[src/design/rgd_pkg.sv]
// Shared types and constants for the lidar point range gate and decimator.
// No dependencies; imported by every module of the block but rgd_root_unit.
`default_nettype none

package rgd_pkg;

   // Fixed field widths
   localparam int STAMP_W      = 63;
   localparam int RING_W       = 8;
   localparam int ROOT_OUT_W   = 20;
   localparam int REL_W        = 32;
   localparam int RANGE_SQ_W   = 48;
   localparam int CSR_DATA_W   = 48;
   localparam int CSR_IDX_W    = 2;

   // Fraction digits of the two chained roots
   localparam int ROOT1_FRAC   = 8;
   localparam int ROOT2_FRAC   = 4;

   localparam logic [ROOT_OUT_W-1:0] ROOT_OUT_MAX = '1;
   localparam logic [REL_W-1:0]      REL_POS_MAX  = 32'h7FFF_FFFF;
   localparam logic [REL_W-1:0]      REL_NEG_MIN  = 32'h8000_0000;

   // Configuration register indexes
   localparam logic [CSR_IDX_W-1:0] CSR_KEEP_EVERY   = 2'd0;
   localparam logic [CSR_IDX_W-1:0] CSR_MIN_RANGE_SQ = 2'd1;
   localparam logic [CSR_IDX_W-1:0] CSR_MAX_RANGE_SQ = 2'd2;

   typedef enum logic [1:0] {
      AXIS_X,
      AXIS_Y,
      AXIS_Z
   } rgd_axis_type;

   // Control of the square-accumulate unit
   typedef struct packed {
      logic         clr;
      logic         mul;
      logic         acc;
      rgd_axis_type sel;
   } rgd_sq_ctl_type;

   typedef enum logic [2:0] {
      ST_IDLE,
      ST_SQUARE,
      ST_GATE,
      ST_ROOT1,
      ST_ROOT2,
      ST_EMIT
   } rgd_state_type;

endpackage

`default_nettype wire

[src/design/lidar_point_range_gate_decimator.sv]
// Top level of the lidar point range gate and decimator: handshake, frame
// and decimation state, sequencer. Uses rgd_pkg, rgd_sq_acc, rgd_root_unit.
`default_nettype none

// Points arrive as transfers on req_; a point with req_tuser set starts a
// frame, latching its timestamp and restarting the keep-one-in-N phase. A
// point that is not a decimation candidate is absorbed in its transfer cycle
// and req_tready stays high. A candidate occupies the block: square-accumulate
// builds x^2+y^2+z^2 through one shared multiplier, then ST_GATE checks it
// against min/max_range_sq (a point outside the window ends here), then one
// shared digit-recurrence root unit runs twice, one root bit per cycle:
// ROOT_W = ceil(range bits/2)+8 steps give the distance in Q.8, then
// ceil(ROOT_W/2)+4 steps give its square root in Q.8. A kept point holds
// the block from its transfer until ST_EMIT hands the result on and
// req_tready rises again; the two roots take most of that time. The result
// waits in an output register, so the next point is taken while rsp_tvalid
// is still held. Configuration writes are taken at any edge with csr_wen
// high and must only occur while the block is idle.

module lidar_point_range_gate_decimator
   import rgd_pkg::*;
#(
   parameter int COORD_WIDTH = 24,
   parameter int STEP_WIDTH  = 16,
   localparam int REQ_BITS   = 3*COORD_WIDTH + STAMP_W + RING_W,
   localparam int REQ_DATA_W = ((REQ_BITS + 7) / 8) * 8,
   localparam int RSP_BITS   = 3*COORD_WIDTH + ROOT_OUT_W + REL_W + RING_W,
   localparam int RSP_DATA_W = ((RSP_BITS + 7) / 8) * 8
) (
   input  wire logic                  clock,
   input  wire logic                  reset,
   // point input
   input  wire logic                  req_tvalid,
   output logic                       req_tready,
   // tdata, low to high: pos_x, pos_y, pos_z, stamp_ns, beam_ring, zero fill
   input  wire logic [REQ_DATA_W-1:0] req_tdata,
   // tuser: frame_start
   input  wire logic                  req_tuser,
   // kept point output
   output logic                       rsp_tvalid,
   input  wire logic                  rsp_tready,
   // tdata, low to high: out_x, out_y, out_z, range_root, rel_time_ns,
   // out_ring, zero fill
   output logic      [RSP_DATA_W-1:0] rsp_tdata,
   // configuration writes
   input  wire logic                  csr_wen,
   input  wire logic [CSR_IDX_W-1:0]  csr_index,
   input  wire logic [CSR_DATA_W-1:0] csr_wdata
);

   localparam int RANGE_W  = (2*COORD_WIDTH + 2 > 64) ? 64 : 2*COORD_WIDTH + 2;
   localparam int P1       = (RANGE_W + 1) / 2;
   localparam int ROOT_W   = P1 + ROOT1_FRAC;
   localparam int P2       = (ROOT_W + 1) / 2;
   localparam int ITER2    = P2 + ROOT2_FRAC;
   localparam int RAD_W    = 2 * P1;
   localparam int R2_SHIFT = RAD_W - 2 * P2;
   localparam int CNT_W    = $clog2(ROOT_W + 1);
   localparam int CMP_W    = (RANGE_W > RANGE_SQ_W) ? RANGE_W : RANGE_SQ_W;

   localparam int OFS_Y     = COORD_WIDTH;
   localparam int OFS_Z     = 2 * COORD_WIDTH;
   localparam int OFS_STAMP = 3 * COORD_WIDTH;
   localparam int OFS_RING  = OFS_STAMP + STAMP_W;

   // unpacked request fields
   logic [COORD_WIDTH-1:0] req_pos_x;
   logic [COORD_WIDTH-1:0] req_pos_y;
   logic [COORD_WIDTH-1:0] req_pos_z;
   logic [STAMP_W-1:0]     req_stamp;
   logic [RING_W-1:0]      req_ring;
   logic                   req_xfer;

   assign req_pos_x = req_tdata[OFS_Y-1:0];
   assign req_pos_y = req_tdata[OFS_Z-1:OFS_Y];
   assign req_pos_z = req_tdata[OFS_STAMP-1:OFS_Z];
   assign req_stamp = req_tdata[OFS_RING-1:OFS_STAMP];
   assign req_ring  = req_tdata[OFS_RING+RING_W-1:OFS_RING];
   assign req_xfer  = req_tvalid && req_tready;

   // configuration registers
   logic [STEP_WIDTH-1:0] keep_ff;
   logic [RANGE_SQ_W-1:0] min_ff;
   logic [RANGE_SQ_W-1:0] max_ff;

   always_ff @(posedge clock) begin
      if (reset) begin
         keep_ff <= STEP_WIDTH'(1);
         min_ff  <= '0;
         max_ff  <= '1;
      end else if (csr_wen) begin
         case (csr_index)
            CSR_KEEP_EVERY:   keep_ff <= csr_wdata[STEP_WIDTH-1:0];
            CSR_MIN_RANGE_SQ: min_ff  <= csr_wdata[RANGE_SQ_W-1:0];
            CSR_MAX_RANGE_SQ: max_ff  <= csr_wdata[RANGE_SQ_W-1:0];
            default: ;
         endcase
      end
   end

   // frame time and decimation phase, advanced on every point transfer
   logic [STAMP_W-1:0]    frame_ff;
   logic [STEP_WIDTH-1:0] phase_ff;
   logic [STEP_WIDTH-1:0] phase_in;
   logic [STEP_WIDTH-1:0] phase_cur;
   logic [STEP_WIDTH-1:0] step_eff;
   logic [STEP_WIDTH:0]   phase_inc;
   logic                  candidate;

   assign step_eff  = (keep_ff == '0) ? STEP_WIDTH'(1) : keep_ff;
   assign phase_cur = req_tuser ? '0 : phase_ff;
   assign candidate = (phase_cur == '0);
   assign phase_inc = {1'b0, phase_cur} + (STEP_WIDTH+1)'(1);
   // wrap also when keep_every was lowered below the running phase
   assign phase_in  = (phase_inc >= {1'b0, step_eff}) ? '0 : phase_inc[STEP_WIDTH-1:0];

   always_ff @(posedge clock) begin
      if (reset) begin
         frame_ff <= '0;
         phase_ff <= '0;
      end else if (req_xfer) begin
         phase_ff <= phase_in;
         if (req_tuser) begin
            frame_ff <= req_stamp;
         end
      end
   end

   // captured point payload
   logic [COORD_WIDTH-1:0] pos_x_ff;
   logic [COORD_WIDTH-1:0] pos_y_ff;
   logic [COORD_WIDTH-1:0] pos_z_ff;
   logic [STAMP_W-1:0]     stamp_ff;
   logic [RING_W-1:0]      ring_ff;

   always_ff @(posedge clock) begin
      if (req_xfer) begin
         pos_x_ff <= req_pos_x;
         pos_y_ff <= req_pos_y;
         pos_z_ff <= req_pos_z;
         stamp_ff <= req_stamp;
         ring_ff  <= req_ring;
      end
   end

   // squared range
   rgd_sq_ctl_type     sq_ctl;
   logic [RANGE_W-1:0] range_sq;

   rgd_sq_acc #(
      .COORD_WIDTH (COORD_WIDTH),
      .RANGE_W     (RANGE_W)
   ) u_sq_acc (
      .clock    (clock),
      .pos_x    (pos_x_ff),
      .pos_y    (pos_y_ff),
      .pos_z    (pos_z_ff),
      .ctl      (sq_ctl),
      .range_sq (range_sq)
   );

   logic in_window;

   assign in_window = (CMP_W'(range_sq) >= CMP_W'(min_ff)) &&
                      (CMP_W'(range_sq) <= CMP_W'(max_ff));

   // shared root unit
   logic              root_start;
   logic [CNT_W-1:0]  root_iters;
   logic [RAD_W-1:0]  root_rad;
   logic              root_done;
   logic [ROOT_W-1:0] root_q;

   rgd_root_unit #(
      .RAD_W  (RAD_W),
      .ROOT_W (ROOT_W),
      .CNT_W  (CNT_W)
   ) u_root (
      .clock (clock),
      .reset (reset),
      .start (root_start),
      .iters (root_iters),
      .rad   (root_rad),
      .done  (root_done),
      .root  (root_q)
   );

   logic [ROOT_OUT_W-1:0] root_sat;

   assign root_sat = (root_q > ROOT_W'(ROOT_OUT_MAX)) ? ROOT_OUT_MAX
                                                      : root_q[ROOT_OUT_W-1:0];

   // frame-relative time, saturated to 32 bits signed
   logic [63:0]      rel_diff;
   logic             rel_fits;
   logic [REL_W-1:0] rel_in;
   logic [REL_W-1:0] rel_ff;

   assign rel_diff = {1'b0, stamp_ff} - {1'b0, frame_ff};
   assign rel_fits = (rel_diff[63:REL_W-1] == '0) || (rel_diff[63:REL_W-1] == '1);
   assign rel_in   = rel_fits     ? rel_diff[REL_W-1:0] :
                     rel_diff[63] ? REL_NEG_MIN : REL_POS_MAX;

   // sequencer
   rgd_state_type state_ff;
   rgd_state_type state_in;
   logic [1:0]    sq_cnt_ff;
   logic [1:0]    sq_cnt_in;
   logic          load_rsp;

   always_ff @(posedge clock) begin
      if (reset) begin
         state_ff  <= ST_IDLE;
         sq_cnt_ff <= '0;
      end else begin
         state_ff  <= state_in;
         sq_cnt_ff <= sq_cnt_in;
      end
   end

   always_comb begin
      state_in   = state_ff;
      sq_cnt_in  = sq_cnt_ff;
      sq_ctl     = '{clr: 1'b0, mul: 1'b0, acc: 1'b0, sel: AXIS_X};
      root_start = 1'b0;
      root_iters = CNT_W'(ROOT_W);
      root_rad   = RAD_W'(range_sq);
      load_rsp   = 1'b0;
      case (state_ff)
         ST_IDLE: begin
            // drop non-candidates right here
            if (req_xfer && candidate) begin
               state_in  = ST_SQUARE;
               sq_cnt_in = '0;
            end
         end
         ST_SQUARE: begin
            sq_cnt_in = sq_cnt_ff + 2'd1;
            case (sq_cnt_ff)
               2'd0: sq_ctl = '{clr: 1'b1, mul: 1'b1, acc: 1'b0, sel: AXIS_X};
               2'd1: sq_ctl = '{clr: 1'b0, mul: 1'b1, acc: 1'b1, sel: AXIS_Y};
               2'd2: sq_ctl = '{clr: 1'b0, mul: 1'b1, acc: 1'b1, sel: AXIS_Z};
               default: begin
                  sq_ctl   = '{clr: 1'b0, mul: 1'b0, acc: 1'b1, sel: AXIS_X};
                  state_in = ST_GATE;
               end
            endcase
         end
         ST_GATE: begin
            if (in_window) begin
               root_start = 1'b1;
               state_in   = ST_ROOT1;
            end else begin
               state_in = ST_IDLE;
            end
         end
         ST_ROOT1: begin
            // feed the distance back in, left-aligned, for the second root
            root_iters = CNT_W'(ITER2);
            root_rad   = RAD_W'(root_q) << R2_SHIFT;
            if (root_done) begin
               root_start = 1'b1;
               state_in   = ST_ROOT2;
            end
         end
         ST_ROOT2: begin
            if (root_done) begin
               state_in = ST_EMIT;
            end
         end
         ST_EMIT: begin
            // hold until the output register is free
            if (!rsp_tvalid || rsp_tready) begin
               load_rsp = 1'b1;
               state_in = ST_IDLE;
            end
         end
         default: state_in = ST_IDLE;
      endcase
   end

   always_ff @(posedge clock) begin
      if (state_ff == ST_GATE) begin
         rel_ff <= rel_in;
      end
   end

   // output register
   logic                  rsp_valid_ff;
   logic [RSP_DATA_W-1:0] rsp_data_ff;

   always_ff @(posedge clock) begin
      if (reset) begin
         rsp_valid_ff <= 1'b0;
      end else if (load_rsp) begin
         rsp_valid_ff <= 1'b1;
      end else if (rsp_tready) begin
         rsp_valid_ff <= 1'b0;
      end
   end

   always_ff @(posedge clock) begin
      if (load_rsp) begin
         rsp_data_ff <= RSP_DATA_W'({ring_ff, rel_ff, root_sat, pos_z_ff, pos_y_ff, pos_x_ff});
      end
   end

   assign req_tready = (state_ff == ST_IDLE);
   assign rsp_tvalid = rsp_valid_ff;
   assign rsp_tdata  = rsp_data_ff;

endmodule

`default_nettype wire

[src/design/rgd_sq_acc.sv]
// Square-accumulate unit: one coordinate magnitude squared per cycle, summed
// into the squared range. Depends on rgd_pkg.
`default_nettype none

module rgd_sq_acc
   import rgd_pkg::*;
#(
   parameter int COORD_WIDTH = 24,
   parameter int RANGE_W     = 50
) (
   input  wire logic                   clock,
   input  wire logic [COORD_WIDTH-1:0] pos_x,
   input  wire logic [COORD_WIDTH-1:0] pos_y,
   input  wire logic [COORD_WIDTH-1:0] pos_z,
   input  wire rgd_sq_ctl_type         ctl,
   output logic      [RANGE_W-1:0]     range_sq
);

   logic [COORD_WIDTH-1:0]   coord;
   logic [COORD_WIDTH-1:0]   mag;
   logic [2*COORD_WIDTH-1:0] prod_in;
   logic [2*COORD_WIDTH-1:0] prod_ff;
   logic [RANGE_W-1:0]       range_ff;

   always_comb begin
      case (ctl.sel)
         AXIS_X:  coord = pos_x;
         AXIS_Y:  coord = pos_y;
         AXIS_Z:  coord = pos_z;
         default: coord = pos_x;
      endcase
   end

   // most negative value maps to its true magnitude in unsigned form
   assign mag     = coord[COORD_WIDTH-1] ? (~coord + COORD_WIDTH'(1)) : coord;
   assign prod_in = (2*COORD_WIDTH)'(mag) * (2*COORD_WIDTH)'(mag);

   always_ff @(posedge clock) begin
      if (ctl.mul) begin
         prod_ff <= prod_in;
      end
      if (ctl.clr) begin
         range_ff <= '0;
      end else if (ctl.acc) begin
         range_ff <= range_ff + RANGE_W'(prod_ff);
      end
   end

   assign range_sq = range_ff;

endmodule

`default_nettype wire

[src/design/rgd_root_unit.sv]
// Shared digit-recurrence square root, one root bit per cycle from a
// left-aligned radicand. Standalone; no package dependencies.
`default_nettype none

module rgd_root_unit #(
   parameter int RAD_W  = 50,
   parameter int ROOT_W = 33,
   parameter int CNT_W  = 6
) (
   input  wire logic              clock,
   input  wire logic              reset,
   input  wire logic              start,
   input  wire logic [CNT_W-1:0]  iters,
   input  wire logic [RAD_W-1:0]  rad,
   output logic                   done,
   output logic      [ROOT_W-1:0] root
);

   logic              busy_ff;
   logic              done_ff;
   logic [CNT_W-1:0]  cnt_ff;
   logic [RAD_W-1:0]  rad_ff;
   logic [ROOT_W:0]   rem_ff;
   logic [ROOT_W-1:0] root_ff;

   logic [ROOT_W+1:0] rem_sh;
   logic [ROOT_W+1:0] trial;
   logic [ROOT_W+1:0] diff;
   logic              fit;

   assign rem_sh = {rem_ff[ROOT_W-1:0], rad_ff[RAD_W-1 -: 2]};
   assign trial  = {root_ff, 2'b01};
   assign fit    = rem_sh >= trial;
   assign diff   = rem_sh - trial;

   always_ff @(posedge clock) begin
      if (reset) begin
         busy_ff <= 1'b0;
         done_ff <= 1'b0;
         cnt_ff  <= '0;
      end else begin
         done_ff <= busy_ff && (cnt_ff == CNT_W'(1));
         if (start) begin
            busy_ff <= 1'b1;
            cnt_ff  <= iters;
         end else if (busy_ff) begin
            cnt_ff <= cnt_ff - CNT_W'(1);
            if (cnt_ff == CNT_W'(1)) begin
               busy_ff <= 1'b0;
            end
         end
      end
   end

   always_ff @(posedge clock) begin
      if (start) begin
         rad_ff  <= rad;
         rem_ff  <= '0;
         root_ff <= '0;
      end else if (busy_ff) begin
         rad_ff  <= {rad_ff[RAD_W-3:0], 2'b00};
         rem_ff  <= fit ? diff[ROOT_W:0] : rem_sh[ROOT_W:0];
         root_ff <= {root_ff[ROOT_W-2:0], fit};
      end
   end

   assign done = done_ff;
   assign root = root_ff;

endmodule

`default_nettype wire

[config.mk]
export PLATFORM = sky130hd
export DESIGN_NAME = lidar_point_range_gate_decimator
export DESIGN_NICKNAME = d
export VERILOG_FILES = /design/src/design/rgd_pkg.sv /design/src/design/lidar_point_range_gate_decimator.sv /design/src/design/rgd_sq_acc.sv /design/src/design/rgd_root_unit.sv
export SDC_FILE = /design/constraint.sdc
export NUM_CORES = 2
export LEC_CHECK = 0
export BUFFER_PORTS_ARGS = -buffer_cell sky130_fd_sc_hd__buf_2
export CORE_ASPECT_RATIO = 0.5
export CORE_MARGIN = 5
export CORE_UTILIZATION = 25
export DETAILED_ROUTE_END_ITERATION = 10
export SLEW_MARGIN = 10
export SYNTH_ARGS = -nofsm -noshare
export SYNTH_HDL_FRONTEND = slang
export SYNTH_SLANG_ARGS = --single-unit
[constraint.sdc]
create_clock -name clock -period 10.5 [get_ports clock]
set_clock_uncertainty 0.15 [all_clocks]
set_input_delay 1.575 -clock clock [delete_from_list [all_inputs] [get_ports clock]]
set_output_delay 1.575 -clock clock [all_outputs]
set_load 0.02 [all_outputs]
==> flow_summary.json <==
{
  "status": "complete, no violations",
  "synth_compound_area_share_pct": 15.0,
  "core-area_um2": 214000,
  "clockRootBuffer": "clkbuf_16",
  "r2r_cells": 39,
  "synth.distinct_cells": 97,
  "die_area_um2": 226000,
  "grt_pass1_wl_um": 241000,
  "setup_viol": 0,
  "synthTopCellsByCount": "inv_1, nand2_1, ha_1, fa_1, nor2_1",
  "fin_crit_ns": 10.09,
  "hp-class": "reg -> reg",
  "synth_area_leader_cell": "edfxtp_1",
  "required_ns": 10.78,
  "r2r-start": "sq_cnt_ff[1]",
  "fill_cells": 22483,
  "grt_max_degree": 89,
  "drt_first_pass_iters": 6,
  "cts_made_buffers": 77,
  "cp_max_fo": 12,
  "multi_input_area_um2": 31700,
  "synth_cells": 5686,
  "cap_violations": 0,
  "synth_seq_cells": 725,
  "cts.sinks": 725,
  "io_buffer_count": 332,
  "cts.path.max_buffers": 3,
  "worstSetupStartpointType": "flip-flop",
  "gp_congestion": 0.913,
  "avgSynthCellArea_um2": 9.49,
  "die_x_um": 667,
  "yosys.area_share.simple_pct": 12.8,
  "synth-adder-area-share_pct": 26.2,
  "synthMuxAreaShare_pct": 0.932,
  "syn_area_um2": 54000,
  "pre_cts_ws_ns": -0.506,
  "period_share_pct": 96.1,
  "area_delta_synth_final_pct": 19.0,
  "synth_edf_count": 404,
  "synth_most_common_cell": "inv_1",
  "yosys-top-cells-area": "edfxtp_1, fa_1, dfxtp_1",
  "ant_nets": 0,
  "synth_xor_area_share_pct": 3.00,
  "crit_end": "u_sq_acc.prod_ff[34]",
  "core.rowCount": 120,
  "max_freq_mhz": 99.1,
  "ys_seq_area_share_pct": 34.4,
  "crit_path_end_kind": "flip-flop",
  "critPathMaxStageDelay_ns": 0.60,
  "grt_pass1_vias": 42190,
  "antenna_found_initial": 28,
  "die_h_um": 339,
  "cts_tree": "yes",
  "grtUsageTotal_pct": 13.4,
  "htree_levels": 3,
  "synth_top_family_by_area": "adder cells",
  "grt-ovfl-total": 0,
  "drt-initial-drc-count": 2819,
  "drc": 0,
  "drv_slew": 0,
  "clk_latency_ns": 0.71,
  "dp_hpwl_um": 122000,
  "final_layout_size_suffix_gt1_share_pct": 14.3,
  "maxSlewHeadroom_pct": 28.6,
  "r2r_end": "u_sq_acc.prod_ff[34]",
  "synth_ff_type": "edfxtp_1",
  "nets": 7312,
  "via_count": 42045,
  "setup_ws_ns": 0.406,
  "synth_top_area_share_pct": 22.5,
  "via_per_inst": 4.58,
  "hold_viol": 0,
  "regArea_um2": 18600,
  "async_flop_share_pct": 0,
  "cp_data_arrival_time_ns": 10.37,
  "wire_per_inst_um": 16.7,
  "rrSetupSlack_ns": 0.41,
  "finalWirelength_um": 154000,
  "path_class": "reg -> reg",
  "pin_count": 338,
  "start_util_pct": 25.2,
  "path_clk_slew_ns": 0.07,
  "crit_path_top_delay_cell": "fa_2",
  "worstMarginPinSlew_ns": 1.07,
  "synth_warnings": 0,
  "crit_start": "sq_cnt_ff[1]"
}
-- cell families after synthesis --
family                   Yosys count
AND/OR/NAND/NOR                 1538
adder cells (fa/ha/maj)          871
AO/OA/AOI/OAI                   1224
multiplexers                      50
flip-flops                       725
other                              2
XOR/XNOR                         185
buffers and inverters           1091
-- cell type report --
type,instances,share of cell area [%]
Multi-Input combinational cell,3891,49.3
Timing Repair Buffer,688,6.87
Clock inverter,39,0.904
Inverter,858,5.02
Clock buffer,103,3.30
Tap cell,2867,5.59
Sequential cell,725,28.9
Antenna cell,19,0.0741
-- stage by stage --
step	hold slack [ns]	std cells	setup TNS, ns	utilization (%)	cell area (um^2)
after global routing	0.274	9181	-0.0804	29.9	64200
after floorplan	0.250	5707	0	-	54100
after global placement	0.251	9020	-2.99	28.5	61100
final	0.250	9190	0	29.9	64200
after CTS	0.248	9162	0	29.8	63900
after detailed placement	0.255	9020	-4.11	28.5	61100
-- critical path: cells and delay by family (launching register included) --
kind	cells	cell delay, ns
fa+ha+maj	10	4.48
compound gates	8	1.93
buf+inv	14	1.76
simple gates	5	0.75
xor+xnor	2	0.36
flops	1	0.39
-- routing by layer --
| metal | vias to the layer above | routed length [um] | part of all wire [%] | track usage [%] |
|---|---|---|---|---|
| li1 | 20350 | - | - | - |
| met1 | 20536 | 68000 | 44 | 17.6 |
| met2 | 937 | 71000 | 46 | 22.1 |
| met3 | 222 | 7320 | 4.8 | 1.72 |
| met4 | 0 | 7420 | 4.8 | 5.71 |
| met5 | - | 0 | 0 | 0 |
-- how the worst min path moves through the flow --
stage	startpoint	end	slack (ns)	depth (start not counted)
after floorplan	rel_ff[8]	rsp_tdata[100]	0.25	0
after global placement	ring_ff[2]	rsp_tdata[126]	0.25	0
after detailed placement	rel_ff[24]	rsp_tdata[116]	0.25	0
after CTS	rel_ff[13]	rsp_tdata[105]	0.25	0
after global routing	rel_ff[13]	rsp_tdata[105]	0.27	0
final	rel_ff[13]	rsp_tdata[105]	0.25	0
-- cell usage in the layout, fill, tap and decap left out, drive strengths merged, types with 23 or more instances in the layout --
master,n
a211o,63
a211oi,46
a21o,176
a21oi,379
a221o,26
a22oi,39
and2,31
and3,39
buf,688
clkbuf,103
clkinv,25
conb,23
dfxtp,321
edfxtp,404
fa,431
ha,440
inv,859
mux2i,48
nand2,662
nand2b,51
nand3,65
nand4,71
nor2,411
nor2b,36
nor3,58
nor4,24
o211ai,44
o21a,45
o21ai,208
or3,28
xnor2,108
xor2,77
-- repair_timing --
action / 4_1_cts / 5_1_grt
pin swaps: 0 / 25
gates resized for setup: 9 / 50
hold buffers: 0 / 0
buffers inserted: 0 / 9
hold endpoints to repair: 0 / 0
setup endpoints to repair: 15 / 14
-- registers in the layout, summed over array words and instances, names as in the netlist, 33 cells and up --
signal	cells
u_root.rad_ff	50
rsp_tdata	132
frame_ff	63
max_ff	48
u_sq_acc.prod_ff	47
u_root.rem_ff	33
min_ff	48
stamp_ff	63
u_root.root	33
u_sq_acc.range_sq	50
Power is not shown: default switching activity piles up to over one toggle a cycle in this logic, so the estimate is an artifact.
